File: src/design/tmtf_pkg.sv
// Shared constants, status codes and unit interface types for the thermistor filter.
// No dependencies; imported by the divider, the log2 unit and the top level.
package tmtf_pkg;

  localparam int SAMPLE_COUNT = 16;
  localparam int IDX_W        = $clog2(SAMPLE_COUNT);
  localparam int CNT_W        = $clog2(SAMPLE_COUNT + 1);
  localparam int MV_W         = 12;
  localparam int SUM_W        = MV_W + CNT_W;
  localparam int MEDIAN_RANK  = SAMPLE_COUNT / 2;

  localparam int NOMINAL_TEMP_CENTI = 2500;
  localparam int KELVIN_OFS         = 27315;
  localparam int T0_CENTI           = NOMINAL_TEMP_CENTI + KELVIN_OFS;
  localparam int T0_X100            = T0_CENTI * 100;
  localparam int TEMP_LOW           = -4000;
  localparam int TEMP_HIGH          = 12500;
  localparam int UNSEEDED_TEMP      = -9900;
  localparam int TK_LOW             = KELVIN_OFS + TEMP_LOW;
  localparam int TK_HIGH            = KELVIN_OFS + TEMP_HIGH;
  localparam int OUTLIER_CENTI      = 1200;
  localparam int OUTLIER_RUN_MAX    = 5;

  localparam int SUPPLY_MV   = 3300;
  localparam int RAIL_LOW_MV = 50;
  localparam int RAIL_HI_MV  = 3250;
  localparam int CODE_MAX    = 4095;
  localparam int R_MIN_OHM   = 100;
  localparam int R_MAX_OHM   = 1000000;

  // avg*4095/3300 = ((avg*273) >> 2) / 55; the /55 is a multiply by
  // ceil(2^25/55) and a shift by 25, exact for the whole 19-bit range
  localparam int RAW_MUL   = 273;
  localparam int RAW_RECIP = 610081;
  localparam int RAW_SHIFT = 25;
  // x/20 as a multiply by ceil(2^22/20) and a shift by 22, exact for x < 2^18
  localparam int DB_RECIP  = 209716;
  localparam int DB_SHIFT  = 22;

  localparam int DIV_W      = 64;
  localparam int LOG_IN_W   = 32;
  localparam int LOG_FRAC_W = 20;
  localparam int LOG_W      = 25;
  localparam int LN2_Q24    = 11629080;

  localparam logic [2:0] ST_OK   = 3'd0;
  localparam logic [2:0] ST_RAIL = 3'd1;
  localparam logic [2:0] ST_RES  = 3'd2;
  localparam logic [2:0] ST_TEMP = 3'd3;
  localparam logic [2:0] ST_HELD = 3'd4;
  localparam logic [2:0] ST_SEED = 3'd5;

  localparam logic [2:0] CFG_TRIM    = 3'd0;
  localparam logic [2:0] CFG_RFIX    = 3'd1;
  localparam logic [2:0] CFG_RNOM    = 3'd2;
  localparam logic [2:0] CFG_BETA    = 3'd3;
  localparam logic [2:0] CFG_DEADBND = 3'd4;
  localparam logic [2:0] CFG_FASTD   = 3'd5;
  localparam logic [2:0] CFG_ANORM   = 3'd6;
  localparam logic [2:0] CFG_AFAST   = 3'd7;

  typedef struct packed {
    logic             start;
    logic [DIV_W-1:0] dividend;
    logic [DIV_W-1:0] divisor;
  } div_req_t;

  typedef struct packed {
    logic             done;
    logic [DIV_W-1:0] quotient;
  } div_rsp_t;

  typedef struct packed {
    logic                start;
    logic [LOG_IN_W-1:0] x;
  } log_req_t;

  typedef struct packed {
    logic             done;
    logic [LOG_W-1:0] result;
  } log_rsp_t;

endpackage

File: src/design/tmtf_div.sv
// Restoring unsigned divider, one quotient bit per cycle.
// Depends on tmtf_pkg for widths and request/response types.
module tmtf_div import tmtf_pkg::*; (
  input  logic     clk,
  input  logic     rst_n,
  input  div_req_t req,
  output div_rsp_t rsp
);

  logic                     busy_r;
  logic                     done_r;
  logic [$clog2(DIV_W)-1:0] cnt_r;
  logic [DIV_W-1:0]         quo_r;
  logic [DIV_W-1:0]         rem_r;
  logic [DIV_W-1:0]         dsr_r;
  logic [DIV_W:0]           trial;
  logic                     fits;

  assign trial = {rem_r, quo_r[DIV_W-1]};
  assign fits  = trial >= {1'b0, dsr_r};

  always_ff @(posedge clk) begin
    if (!rst_n) begin
      busy_r <= 1'b0;
      done_r <= 1'b0;
      cnt_r  <= '0;
    end else begin
      done_r <= 1'b0;
      if (req.start) begin
        busy_r <= 1'b1;
        cnt_r  <= ($clog2(DIV_W))'(DIV_W - 1);
        quo_r  <= req.dividend;
        dsr_r  <= req.divisor;
        rem_r  <= '0;
      end else if (busy_r) begin
        rem_r <= fits ? DIV_W'(trial - {1'b0, dsr_r}) : trial[DIV_W-1:0];
        quo_r <= {quo_r[DIV_W-2:0], fits};
        cnt_r <= cnt_r - 1'b1;
        if (cnt_r == '0) begin
          busy_r <= 1'b0;
          done_r <= 1'b1;
        end
      end
    end
  end

  assign rsp.done     = done_r;
  assign rsp.quotient = quo_r;

endmodule

File: config.mk
export PLATFORM = sky130hd
export DESIGN_NAME = tmtf_div
export DESIGN_NICKNAME = d
export VERILOG_FILES = /design/src/design/tmtf_pkg.sv /design/src/design/tmtf_div.sv
export SDC_FILE = /design/constraint.sdc
export NUM_CORES = 1
export LEC_CHECK = 0
export BUFFER_PORTS_ARGS = -buffer_cell sky130_fd_sc_hd__buf_2
export CAP_MARGIN = 20
export CELL_PAD_IN_SITES_DETAIL_PLACEMENT = 2
export CELL_PAD_IN_SITES_GLOBAL_PLACEMENT = 2
export CORE_UTILIZATION = 37
export DETAILED_ROUTE_END_ITERATION = 8
export PLACE_DENSITY = 0.82
export SLEW_MARGIN = 20
export SYNTH_ARGS = -nofsm -noshare
export SYNTH_HDL_FRONTEND = slang
export SYNTH_SLANG_ARGS = --single-unit
File: constraint.sdc
create_clock -name clk -period 6.95 [get_ports clk]
set_input_delay 1.39 -clock clk [delete_from_list [all_inputs] [get_ports clk]]
set_output_delay 1.39 -clock clk [all_outputs]
set_load 0.1 [all_outputs]
After elaboration in Yosys (flattened, before gate mapping)
Cells that the tools add are included.

Logic and storage cells: 26. Input bits: 131. Register bits after elaboration: 200. Output and inout port bits: 65.

Bitwise logic cells: 2. Order comparisons: 1. Mux-type cells: 10. $add $sub $neg: 2. Reductions and logical operators: 5.

Operator list (number): 2-to-1 mux 64 bit (4); greater-or-equal comparator 65 x 64 -> 1 bit (1); subtractor 64 bit (1); 2-to-1 mux 6 bit (2); zero test 6 bit (1); subtractor 6 x 1 -> 6 bit (second input constant) (1); 2-to-1 mux 1 bit (4); AND reduction 2 bit (2); OR reduction 3 bit (1); NOT 1 bit (2); nonzero test 2 bit (1).

Longest topological paths before layout
Depth in word-level cells: 4. Gate-level depth with buffers: 15. Gate-level depth less buffers: 13.

Worst setup path before layout
Ideal clock, no wire load.

Kind: input -> register. Start: in req[128] (netlist bit). End: reg quo_r[0], enable pin. Data arrival time: 4.835 ns. Data required time: 6.451 ns. Setup time: 0.499 ns. Path buffers: 2. Stages: 3. Slack: 1.616 ns. Path through: clkbuf_1 > clkbuf_1 > o21a_1.

Word-level cells in the longest chain between the ends: 2.

Ends and longest elaborated chain: start: declaration (line tmtf_div.sv:6) `input div_req_t req,`; nonzero test 2 bit (no line); AND reduction 2 bit (no line); end signal: assignment (line tmtf_div.sv:32) `quo_r <= req.dividend;`; end signal: assignment (line tmtf_div.sv:37) `quo_r <= {quo_r[DIV_W-2:0], fits};`; end: declaration (line tmtf_div.sv:13) `logic [DIV_W-1:0] quo_r;`.

No other way between the ends. A chain may end at the register's enable or synchronous reset.

Worst setup path after layout
Start: reg rem_r[18]. End: reg rem_r[62], data pin.

Word-level cells in the longest chain between the ends: 3. Elaborated cells between the ends (all ways): 4. Classes of those cells: 1 x add/sub; 1 x order compare; 2 x mux.

Ends and longest elaborated chain: start: declaration (line tmtf_div.sv:14) `logic [DIV_W-1:0] rem_r;`; start signal: assignment (line tmtf_div.sv:36) `rem_r <= fits ? DIV_W'(trial - {1'b0, dsr_r}) : trial[DIV_W-1:0];`; subtractor 64 bit or greater-or-equal comparator 65 x 64 -> 1 bit (tied branches) (line tmtf_div.sv:36, tmtf_div.sv:20); 2-to-1 mux 64 bit * (line tmtf_div.sv:36); 2-to-1 mux 64 bit * (line tmtf_div.sv:35) `end else if (busy_r) begin`.

Mark *: on every way between the ends. The rest lies on a longest branch, timed or not. The select of a mux whose other input is x is not followed.

==> impl_results.md <==
* Status: finished, final reports clean
* Prevailing post-synth register cell: edfxtp_1
* Total I/O pin count at 196
* Share of the synthesized area in the top cell type at 47.2%
* Setup TNS at 0 ns
* 1st-pass router iterations at 4
* Residual DRC at 0
* Layout area overhead at 15.4%
* Clock slew at reported path FFs at about 0.08 ns
* Die X at about 180 um
* Post_cts resized at 0
* Worst stage delay on the critical path at 0.68 ns
* Initial core utilization at between 30% and 40%
* Post-Syn Nets at 1327
* Crit path top cell by count: a31o_4
* Tmin final at between 4 and 5 ns
* Fill cells at approximately 3500
* Largest net degree at the start of global routing at 80
* Most common cell after layout, fill and taps aside: buf_2
* Hpwl dp at 28500 um
* CP endpoint kind: register
* Sequential fraction of the synthesis area at about 48%
* EDFF count, synth at 192
* Tot GR Track Use at 23.2%
* Synth area leaders: edfxtp_1 (47%), ha_1 (6.8%), mux2_2 (5.9%), nor2_1 (3.4%), a21oi_1 (3.1%)
* Cts hold-fix bufs at 0
* Clock Tree Buf Depth at 2
* CP arrival at 4.36 ns
* Share of cells above drive strength 1 at 24.8%
* Slew @ Worst Pin at 1.01 ns
* CTS tree: built
* Hold Path Class: register to register
* Clock buffer count from CTS at 17
* Period utilization at 59.7%
* Async set or reset register ratio after synthesis at 0%
* Vias in the first global route at 10596
* Setup CP Type: register to register
* Seq cells post-synth at 200
* Fin area at 0.0141 mm^2
* CP Launch Type: register
* Leak at 5.87 nW
* Mapped Cells at 1129
* Worst rel slew slack at roughly a third
* Global route overflow at 0
* Area taken by flip-flops and latches at 0.00593 mm^2
* Maximum clock rate at around 0.24 GHz
* Vias per cell at 5.42
* Fin. Hold Viols at 0
* DIE AREA at 0.0338 mm^2
* Setup violations, final at 0
* Antenna diodes at 0
* Synth Area per Inst at 10.8 um^2
* Commonest cells after routing, fill and taps aside: buf_2 (194), edfxtp_1 (192), nor2_1 (112)
* Post-DR wirelength/cell at 21.6 um
* Placed inst area at around 0.014 mm^2
* Clk_skew at 0.0142 ns
* Vias at around 9500
* Unrepaired setup endpoints after global routing: false
* Core area at 0.0325 mm^2
* Worst VDD drop at about 200 uV
* Post-Syn Area at 0.0122 mm^2
* Number of max-cap violations at 0
* Worst path slowest cell: a31o_4
* Row count at 66
* Fin. max-slew vios at 0
* Clock Latency Late Sink at 0.47 ns
* Nets@finish at 1491
* PD cells at between 200 and 300 mW/mm^2
* Worst-path fanout max at 48
* Crit path cell chain: ha_1, nand2_1, o21ai_1, nor3_1, o21bai_1, a31o_2, a31o_4, a31o_4, buf_4, nor3b_2, a31oi_1, o211ai_1
* Req. time, crit path at between 7 and 8 ns
* CTS root buffer: clkbuf_16
* Initial antenna violation count at 3
* Unique masters post-synth at 70
* Clk sinks at 200
* First-pass GRT wire length at approximately 60000 um
* Dominant cell type by area after synthesis: edfxtp_1
* Gpl congestion at between 0.8 and 0.9
* WL final at 37800 um
* Post-DRT Antenna Nets at 0
* Multi-input logic area at 0.00574 mm^2
* Htree depth at 4
* I/O Buffers at roughly 200
* Die span in y at 184 um
* Yosys warnings at 0
* Post-CTS setup repair buffer count at 0
* DRT iter0 DRCs at 426
through the flow:
step / cells / hold slack, ns / total power (W) / worst slack (ns) / utilization [%]
floorplan: 1129 / 0.545 / 0.00245 / 1.62 / -
global placement: 1716 / 0.553 / 0.00271 / 2.98 / 41.6
detailed placement: 1716 / 0.567 / 0.00276 / 2.78 / 41.6
CTS: 1748 / 0.583 / 0.00377 / 2.74 / 43.4
global route: 1748 / 0.596 / 0.00391 / 2.44 / 43.4
finish: 1748 / 0.582 / 0.00374 / 2.80 / 43.4
layout make-up:
cell class | instances | area share, %
sequential | 200 | 42.0
timing repair buffer | 200 | 7.20
tap | 442 | 3.92
inverter | 83 | 2.21
clock buffer | 18 | 3.04
multi-input combinational | 791 | 40.7
clock inverter | 14 | 0.993
routing by layer:
metal	up-vias	track usage (%)	part of all wire, %
li1	4489	-	-
met1	4723	27.7	43
met2	217	41.4	51
met3	33	6.08	5.1
met4	4	5.33	1.2
met5	-	0	0.053
cell families after synthesis:
group,synth area share [%]
AND/OR/NAND/NOR,11.0
AO/OA/AOI/OAI,16.5
multiplexers,8.10
adder cells (fa/ha/maj),6.92
XOR/XNOR,4.15
buffers and inverters,4.84
flip-flops,48.5
cells in the mapped netlist (10+ instances only):
cell      number
a21oi_1       76
xnor2_1       40
mux2i_1       27
nand3_1       18
nand4_1       18
o21ai_0       45
buf_2         11
mux2_2        64
o21bai_1      14
nand2b_1      10
o21a_1        18
inv_1         83
clkbuf_1      31
nor3_1        10
edfxtp_1     192
xor2_1        18
nand2_1       55
nor2_1       112
a211oi_1      18
ha_1          66
a21o_1        47
sequential cells by signal, indices dropped and copies added, names as in the netlist:
register,count
quo_r,64
dsr_r,64
done_r,1
busy_r,1
cnt_r,6
rem_r,64
power by group:
group,internal (W),leakage [nW],switching [W]
clock network,0.000476,0.274,0.000524
logic,0.000418,3.70,0.000807
registers,0.00146,1.90,0.0000557
total,0.00235,5.87,0.00139
path summary, 6_finish.rpt:
kind             start         to  slack (ns)  cells after the start
max          rem_r[18]  rem_r[62]        2.80                     12
min             busy_r     done_r        0.58                      2
max reg2reg  rem_r[18]  rem_r[62]        2.80                     12
min reg2reg     busy_r     done_r        0.58                      2
critical path, delay by kind of cell (launching register included):
family | cells | cell delay, ns
AND/OR/NAND/NOR | 3 | 0.36
AO/OA/AOI/OAI | 7 | 2.08
flip-flops | 1 | 0.42
buffers and inverters | 1 | 0.55
adder cells (fa/ha/maj) | 1 | 0.48
No activity file was read; power rests on OpenSTA's default activity.
