`src/design/tmtf_pkg.sv`:
```
// Shared constants, status codes and unit interface types for the thermistor filter.
// No dependencies; imported by the divider, the log2 unit and the top level.
package tmtf_pkg;

  localparam int SAMPLE_COUNT = 16;
  localparam int IDX_W        = $clog2(SAMPLE_COUNT);
  localparam int CNT_W        = $clog2(SAMPLE_COUNT + 1);
  localparam int MV_W         = 12;
  localparam int SUM_W        = MV_W + CNT_W;
  localparam int MEDIAN_RANK  = SAMPLE_COUNT / 2;

  localparam int NOMINAL_TEMP_CENTI = 2500;
  localparam int KELVIN_OFS         = 27315;
  localparam int T0_CENTI           = NOMINAL_TEMP_CENTI + KELVIN_OFS;
  localparam int T0_X100            = T0_CENTI * 100;
  localparam int TEMP_LOW           = -4000;
  localparam int TEMP_HIGH          = 12500;
  localparam int UNSEEDED_TEMP      = -9900;
  localparam int TK_LOW             = KELVIN_OFS + TEMP_LOW;
  localparam int TK_HIGH            = KELVIN_OFS + TEMP_HIGH;
  localparam int OUTLIER_CENTI      = 1200;
  localparam int OUTLIER_RUN_MAX    = 5;

  localparam int SUPPLY_MV   = 3300;
  localparam int RAIL_LOW_MV = 50;
  localparam int RAIL_HI_MV  = 3250;
  localparam int CODE_MAX    = 4095;
  localparam int R_MIN_OHM   = 100;
  localparam int R_MAX_OHM   = 1000000;

  // avg*4095/3300 = ((avg*273) >> 2) / 55; the /55 is a multiply by
  // ceil(2^25/55) and a shift by 25, exact for the whole 19-bit range
  localparam int RAW_MUL   = 273;
  localparam int RAW_RECIP = 610081;
  localparam int RAW_SHIFT = 25;
  // x/20 as a multiply by ceil(2^22/20) and a shift by 22, exact for x < 2^18
  localparam int DB_RECIP  = 209716;
  localparam int DB_SHIFT  = 22;

  localparam int DIV_W      = 64;
  localparam int LOG_IN_W   = 32;
  localparam int LOG_FRAC_W = 20;
  localparam int LOG_W      = 25;
  localparam int LN2_Q24    = 11629080;

  localparam logic [2:0] ST_OK   = 3'd0;
  localparam logic [2:0] ST_RAIL = 3'd1;
  localparam logic [2:0] ST_RES  = 3'd2;
  localparam logic [2:0] ST_TEMP = 3'd3;
  localparam logic [2:0] ST_HELD = 3'd4;
  localparam logic [2:0] ST_SEED = 3'd5;

  localparam logic [2:0] CFG_TRIM    = 3'd0;
  localparam logic [2:0] CFG_RFIX    = 3'd1;
  localparam logic [2:0] CFG_RNOM    = 3'd2;
  localparam logic [2:0] CFG_BETA    = 3'd3;
  localparam logic [2:0] CFG_DEADBND = 3'd4;
  localparam logic [2:0] CFG_FASTD   = 3'd5;
  localparam logic [2:0] CFG_ANORM   = 3'd6;
  localparam logic [2:0] CFG_AFAST   = 3'd7;

  typedef struct packed {
    logic             start;
    logic [DIV_W-1:0] dividend;
    logic [DIV_W-1:0] divisor;
  } div_req_t;

  typedef struct packed {
    logic             done;
    logic [DIV_W-1:0] quotient;
  } div_rsp_t;

  typedef struct packed {
    logic                start;
    logic [LOG_IN_W-1:0] x;
  } log_req_t;

  typedef struct packed {
    logic             done;
    logic [LOG_W-1:0] result;
  } log_rsp_t;

endpackage

```
`src/design/tmtf_log2.sv`:
```
// log2 in Q20 (fraction truncated): leading-one search, then repeated squaring.
// Depends on tmtf_pkg for widths and request/response types.
module tmtf_log2 import tmtf_pkg::*; (
  input  logic     clk,
  input  logic     rst_n,
  input  log_req_t req,
  output log_rsp_t rsp
);

  typedef enum logic [1:0] {L_IDLE, L_NORM, L_SQR, L_ADJ} lstate_t;

  lstate_t                   state_r;
  logic                      done_r;
  logic [LOG_IN_W-1:0]       norm_r;
  logic [4:0]                exp_r;
  logic [LOG_IN_W-2:0]       m_r;
  logic [2*LOG_IN_W-3:0]     prod_r;
  logic [LOG_FRAC_W-1:0]     frac_r;
  logic [4:0]                it_r;
  logic [LOG_IN_W-1:0]       sq;

  // (m*m) >> 30, in [2^30, 2^32)
  assign sq = prod_r[2*LOG_IN_W-3:LOG_IN_W-2];

  always_ff @(posedge clk) begin
    if (!rst_n) begin
      state_r <= L_IDLE;
      done_r  <= 1'b0;
    end else begin
      done_r <= 1'b0;
      unique case (state_r)
        L_IDLE: begin
          if (req.start) begin
            norm_r  <= req.x;
            exp_r   <= 5'(LOG_IN_W - 1);
            frac_r  <= '0;
            state_r <= L_NORM;
          end
        end
        L_NORM: begin
          if (norm_r[LOG_IN_W-1] || exp_r == '0) begin
            m_r     <= norm_r[LOG_IN_W-1:1];
            it_r    <= '0;
            state_r <= L_SQR;
          end else begin
            norm_r <= {norm_r[LOG_IN_W-2:0], 1'b0};
            exp_r  <= exp_r - 1'b1;
          end
        end
        L_SQR: begin
          prod_r  <= m_r * m_r;
          state_r <= L_ADJ;
        end
        L_ADJ: begin
          frac_r <= {frac_r[LOG_FRAC_W-2:0], sq[LOG_IN_W-1]};
          m_r    <= sq[LOG_IN_W-1] ? sq[LOG_IN_W-1:1] : sq[LOG_IN_W-2:0];
          it_r   <= it_r + 1'b1;
          if (it_r == 5'(LOG_FRAC_W - 1)) begin
            done_r  <= 1'b1;
            state_r <= L_IDLE;
          end else begin
            state_r <= L_SQR;
          end
        end
        default: state_r <= L_IDLE;
      endcase
    end
  end

  assign rsp.done   = done_r;
  assign rsp.result = {exp_r, frac_r};

endmodule

```
`config.mk`:
```
export PLATFORM = sky130hd
export DESIGN_NAME = tmtf_log2
export DESIGN_NICKNAME = d
export VERILOG_FILES = /design/src/design/tmtf_pkg.sv /design/src/design/tmtf_log2.sv
export SDC_FILE = /design/constraint.sdc
export NUM_CORES = 2
export LEC_CHECK = 0
export ABC_AREA = 1
export BUFFER_PORTS_ARGS = -buffer_cell sky130_fd_sc_hd__buf_4
export CELL_PAD_IN_SITES_DETAIL_PLACEMENT = 2
export CELL_PAD_IN_SITES_GLOBAL_PLACEMENT = 2
export CORE_MARGIN = 2
export CORE_UTILIZATION = 44
export CTS_BUF_LIST = sky130_fd_sc_hd__clkbuf_16
export DETAILED_ROUTE_END_ITERATION = 10
export HOLD_SLACK_MARGIN = 0.1
export PLACE_DENSITY = 0.93
export SYNTH_ARGS = -nofsm -noshare
export SYNTH_HDL_FRONTEND = slang
export SYNTH_SLANG_ARGS = --single-unit
export TNS_END_PERCENT = 100
```
`constraint.sdc`:
```
create_clock -name clk -period 14.4 [get_ports clk]
set_input_delay 0 -clock clk [delete_from_list [all_inputs] [get_ports clk]]
set_output_delay 0 -clock clk [all_outputs]
set_load 0.01 [all_outputs]
```
Word level (Yosys, flattened, before mapping). Index checks and enable logic that the tools add are counted.

Flip-flop bits (word level): 158. Bits of input ports: 35. Output and inout port bits: 26.

Add/subtract/negate cells: 2. $mul: 1. Equal/unequal tests: 7. Multiplexer cells: 18. Reductions and logical operators: 12.

Operators with widths (count): 2-to-1 mux 32 bit (2); one-hot mux 32 bit (2 select lines) (1); multiplier 31 x 31 -> 62 bit (1); 2-to-1 mux 31 bit (2); one-hot mux 31 bit (2 select lines) (1); one-hot mux 20 bit (2 select lines) (1); 2-to-1 mux 20 bit (1); one-hot mux 5 bit (2 select lines) (2); 2-to-1 mux 5 bit (3); one-hot mux 2 bit (4 select lines) (1); 2-to-1 mux 2 bit (3); != test 2 bit (second input constant) (3); AND reduction 2 bit (3); AND reduction 3 bit (2); nonzero test 2 bit (3); adder 5 x 1 -> 5 bit (second input constant) (1); == test 5 bit (second input constant) (1); logical NOT 5 bit (1); subtractor 5 x 1 -> 5 bit (second input constant) (1); == test 2 bit (second input constant) (2); AND reduction 4 bit (1); == test 2 x 1 -> 1 bit (second input constant) (1); logical NOT 2 bit (1); logical OR 1 bit (1); 2-to-1 mux 1 bit (1).

Logic depth before layout (Yosys ltp).
Word-level depth: 4. Depth in mapped cells: 33.

Least setup slack after synthesis. No wires, ideal clock.

Path kind: register to register. Start point: register m_r[7]. End point: register prod_r[58] (data pin). Library setup time: 0.252 ns. Arrival: 6.412 ns. Slack: 7.736 ns. Stages on the path, launching flop included: 28. Buffers on the path: 2. Cell sequence: edfxtp_1 > clkbuf_1 > buf_1 > nand2_1 > fa_1 > inv_1 > fa_1 > inv_1 > fa_1 > inv_1 > fa_1 > inv_1 > fa_1 > fa_1 > fa_1 > fa_1 > inv_1 > ha_1 > nand2_1 > inv_1 > a21oi_1 > nand2_1 > nand2_1 > nand2_1 > a21oi_1 > nand2_1 > nand2_1 > nand2_1.

Word-level cells in the longest chain between the ends: 1.

Ends and longest elaborated chain: from (decl) (RTL line tmtf_log2.sv:16) `logic [LOG_IN_W-2:0] m_r;`; from (signal assigned) (RTL line tmtf_log2.sv:42) `m_r <= norm_r[LOG_IN_W-1:1];`; from (signal assigned) (RTL line tmtf_log2.sv:56) `m_r <= sq[LOG_IN_W-1] ? sq[LOG_IN_W-1:1] : sq[LOG_IN_W-2:0];`; multiplier 31 x 31 -> 62 bit (RTL line tmtf_log2.sv:51) `prod_r <= m_r * m_r;`; to (signal assigned) (RTL line tmtf_log2.sv:51); to (decl) (RTL line tmtf_log2.sv:17) `logic [2*LOG_IN_W-3:0] prod_r;`.

Every way passes these cells. A chain may end at the register's enable or synchronous reset.

Worst setup path in the final report.
Start point: register m_r[13]. End point: register prod_r[56] (data pin).

Same word-level chain as after synthesis.

==> metrics.txt <==
Syn Area/Cell=roughly 8.3 um^2; failing checks=max-capacitance violations, max-slew violations; post-CTS sizing=0; worst hold path class=input pin to flip-flop; post-route antenna net violation count=0; pin count of the biggest net entering global routing=65; clock buffer count from CTS=17; Setup crit start kind=flip-flop; post-synth cell types=39; YS warnings=0; gpl congestion=0.894; setup TNS=0 ps; most frequent cells in the layout=inv_1, nand2_1, fa_1; final clock skew=23.5 ps; synthesized flop and latch total=128; CP required=between 10000 and 15000 ps; final setup vio count=0; CTS Buffer Depth=2; Critical Path End Type=flip-flop; first-pass GRT wire length=approximately 300 mm; Worst slew margin=-1.44%; Core Region=between 0.07 and 0.08 mm^2; # fillers=roughly 8700; layout net count=around 5200; drt total wl=213 mm; DR WL/cell=40.7 um; most common cell after layout, fill and taps aside=inv_1; share of cells above drive strength 1=4.23%; Die Wd=283 um; fmax=approximately 0.10 GHz; IO Pins=61; clk sink count=128; Slew Viols, Final=33; synthesized area=0.0342 mm^2; CTS tree=yes; critical path class=flip-flop to flip-flop; die height=283 um; total gr overflow=0; crit-path max cell delay=roughly 1000 ps; die area=0.0800 mm^2; measured slew at the worst slew-check pin=roughly 1500 ps; P&R area growth vs syn=7.54%; clk slew on worst S/H paths=80 ps; Hold Vio Cnt, Final=0; critical path peak fanout=17; minimum clock period=9690 ps; # rows=102; Root Driver=clkbuf_16; syn nets=~5200; vias in the first global route=40000; Mapped Cells=between 4000 and 5000; antenna violations before repair=23; via count=33600; Clock Latency Late Sink=540 ps; status=finished, violations left; CP bufs+invs=8; DR vias/cell=6.42; Top delay family on crit path=adder cells; max-cap violations=1; Crit-path slowest cell=edfxtp_1; drt first pass iters=8; crit path DAT=around 10000 ps; # H-tree levels=4; RSZ-0062 raised after global routing=false; CP dominant cell by count=nand2_1; DRC=0; IO buf count=60; Initial Utilization=44.3%; sequential share of the synthesized area=roughly 11%; Tcrit/Tclk final=between 60% and 70%; GRT Total Usage=55.6%; DRT iter0 DRCs=between 3000 and 4000; Post-DP HPWL=125 mm
## path summary, 6_finish.rpt
kind         startpoint         end  slack [ps]  cells past startpoint
max             m_r[13]  prod_r[56]        4710                     28
min             req[32]  state_r[0]         230                      3
max reg2reg     m_r[13]  prod_r[56]        4710                     28
min reg2reg   norm_r[0]   norm_r[1]         630                      2
## worst reg2reg max path, delay by kind of cell, from the launching register on
kind	cells	cell delay, ps
fa+ha+maj	9	5450
buf+inv	8	1480
simple gates	10	1270
flops	1	1030
compound gates	1	230
## repair_timing
action                                 4_1_cts  5_1_grt
hold buffers                                33        0
buffers inserted                             0        0
endpoints found under the hold margin       40        0
## registers in the layout (all words and copies together) (netlist names)
name / flops
m_r: 31
done_r: 1
state_r: 2
it_r: 5
exp_r: 5
norm_r: 32
frac_r: 20
prod_r: 32
## layout make-up
| type | instances | area (um^2) | share of cell area (%) |
|---|---|---|---|
| inverter | 1383 | 5190 | 14.1 |
| tap | 1040 | 1300 | 3.54 |
| clock buffer | 17 | 425 | 1.16 |
| clock inverter | 15 | 181 | 0.493 |
| multi-input combinational | 2513 | 24800 | 67.4 |
| sequential | 128 | 3810 | 10.4 |
| antenna | 11 | 27.5 | 0.0748 |
| timing repair buffer | 131 | 1070 | 2.90 |
## cell usage after synthesis (all sizes together)
cell type	number	area (um^2)
ha	269	3370
or2	5	31.3
and3	1	6.26
buf	16	67.6
o22ai	31	194
and2	3	18.8
dfxtp	3	60.1
edfxtp	125	3750
clkinv	2	7.51
inv	1381	5180
nand3	60	300
nand4	16	100
a31o	2	17.5
nor3	6	61.3
fa	748	15000
a21o	2	15.0
clkbuf	100	375
a21oi	70	350
nand2b	1	6.26
nand2	982	3710
o21ai	84	420
nor4	5	50.1
nand3b	2	15.0
nor2	173	692
or3	1	6.26
o21bai	19	143
xor2	19	166
xnor2	13	114
o21a	1	7.51
## stage by stage
stage          hold WS (ps)  util (%)  setup slack, ps  cell area (um^2)  instances
2_1_floorplan           127         -             7740             34200       4140
3_3_place_gp            269      46.4             6730             35800       5162
3_5_place_dp            295      46.4             6160             35800       5162
4_1_cts                 150      47.6             5860             36800       5227
5_1_grt                 260      47.6             4780             36800       5230
6_report                231      47.7             4710             36800       5238
## metal layers
metal	vias to the layer above	part of all wire [%]	track usage (%)
met2	3238	45	85.0
met4	28	13	57.7
met1	16800	30	52.2
met3	1770	12	27.9
met5	-	0.23	4.27
li1	11800	-	-
## cell families after synthesis
kind of cell    share of synthesized area [%]
compound gates                           3.35
simple gates                             14.6
xor+xnor                                0.819
flops                                    11.1
fa+ha+maj                                53.6
buf+inv                                  16.5
Power is not shown: default switching activity piles up to over one toggle a cycle in this logic, so the estimate is an artifact.
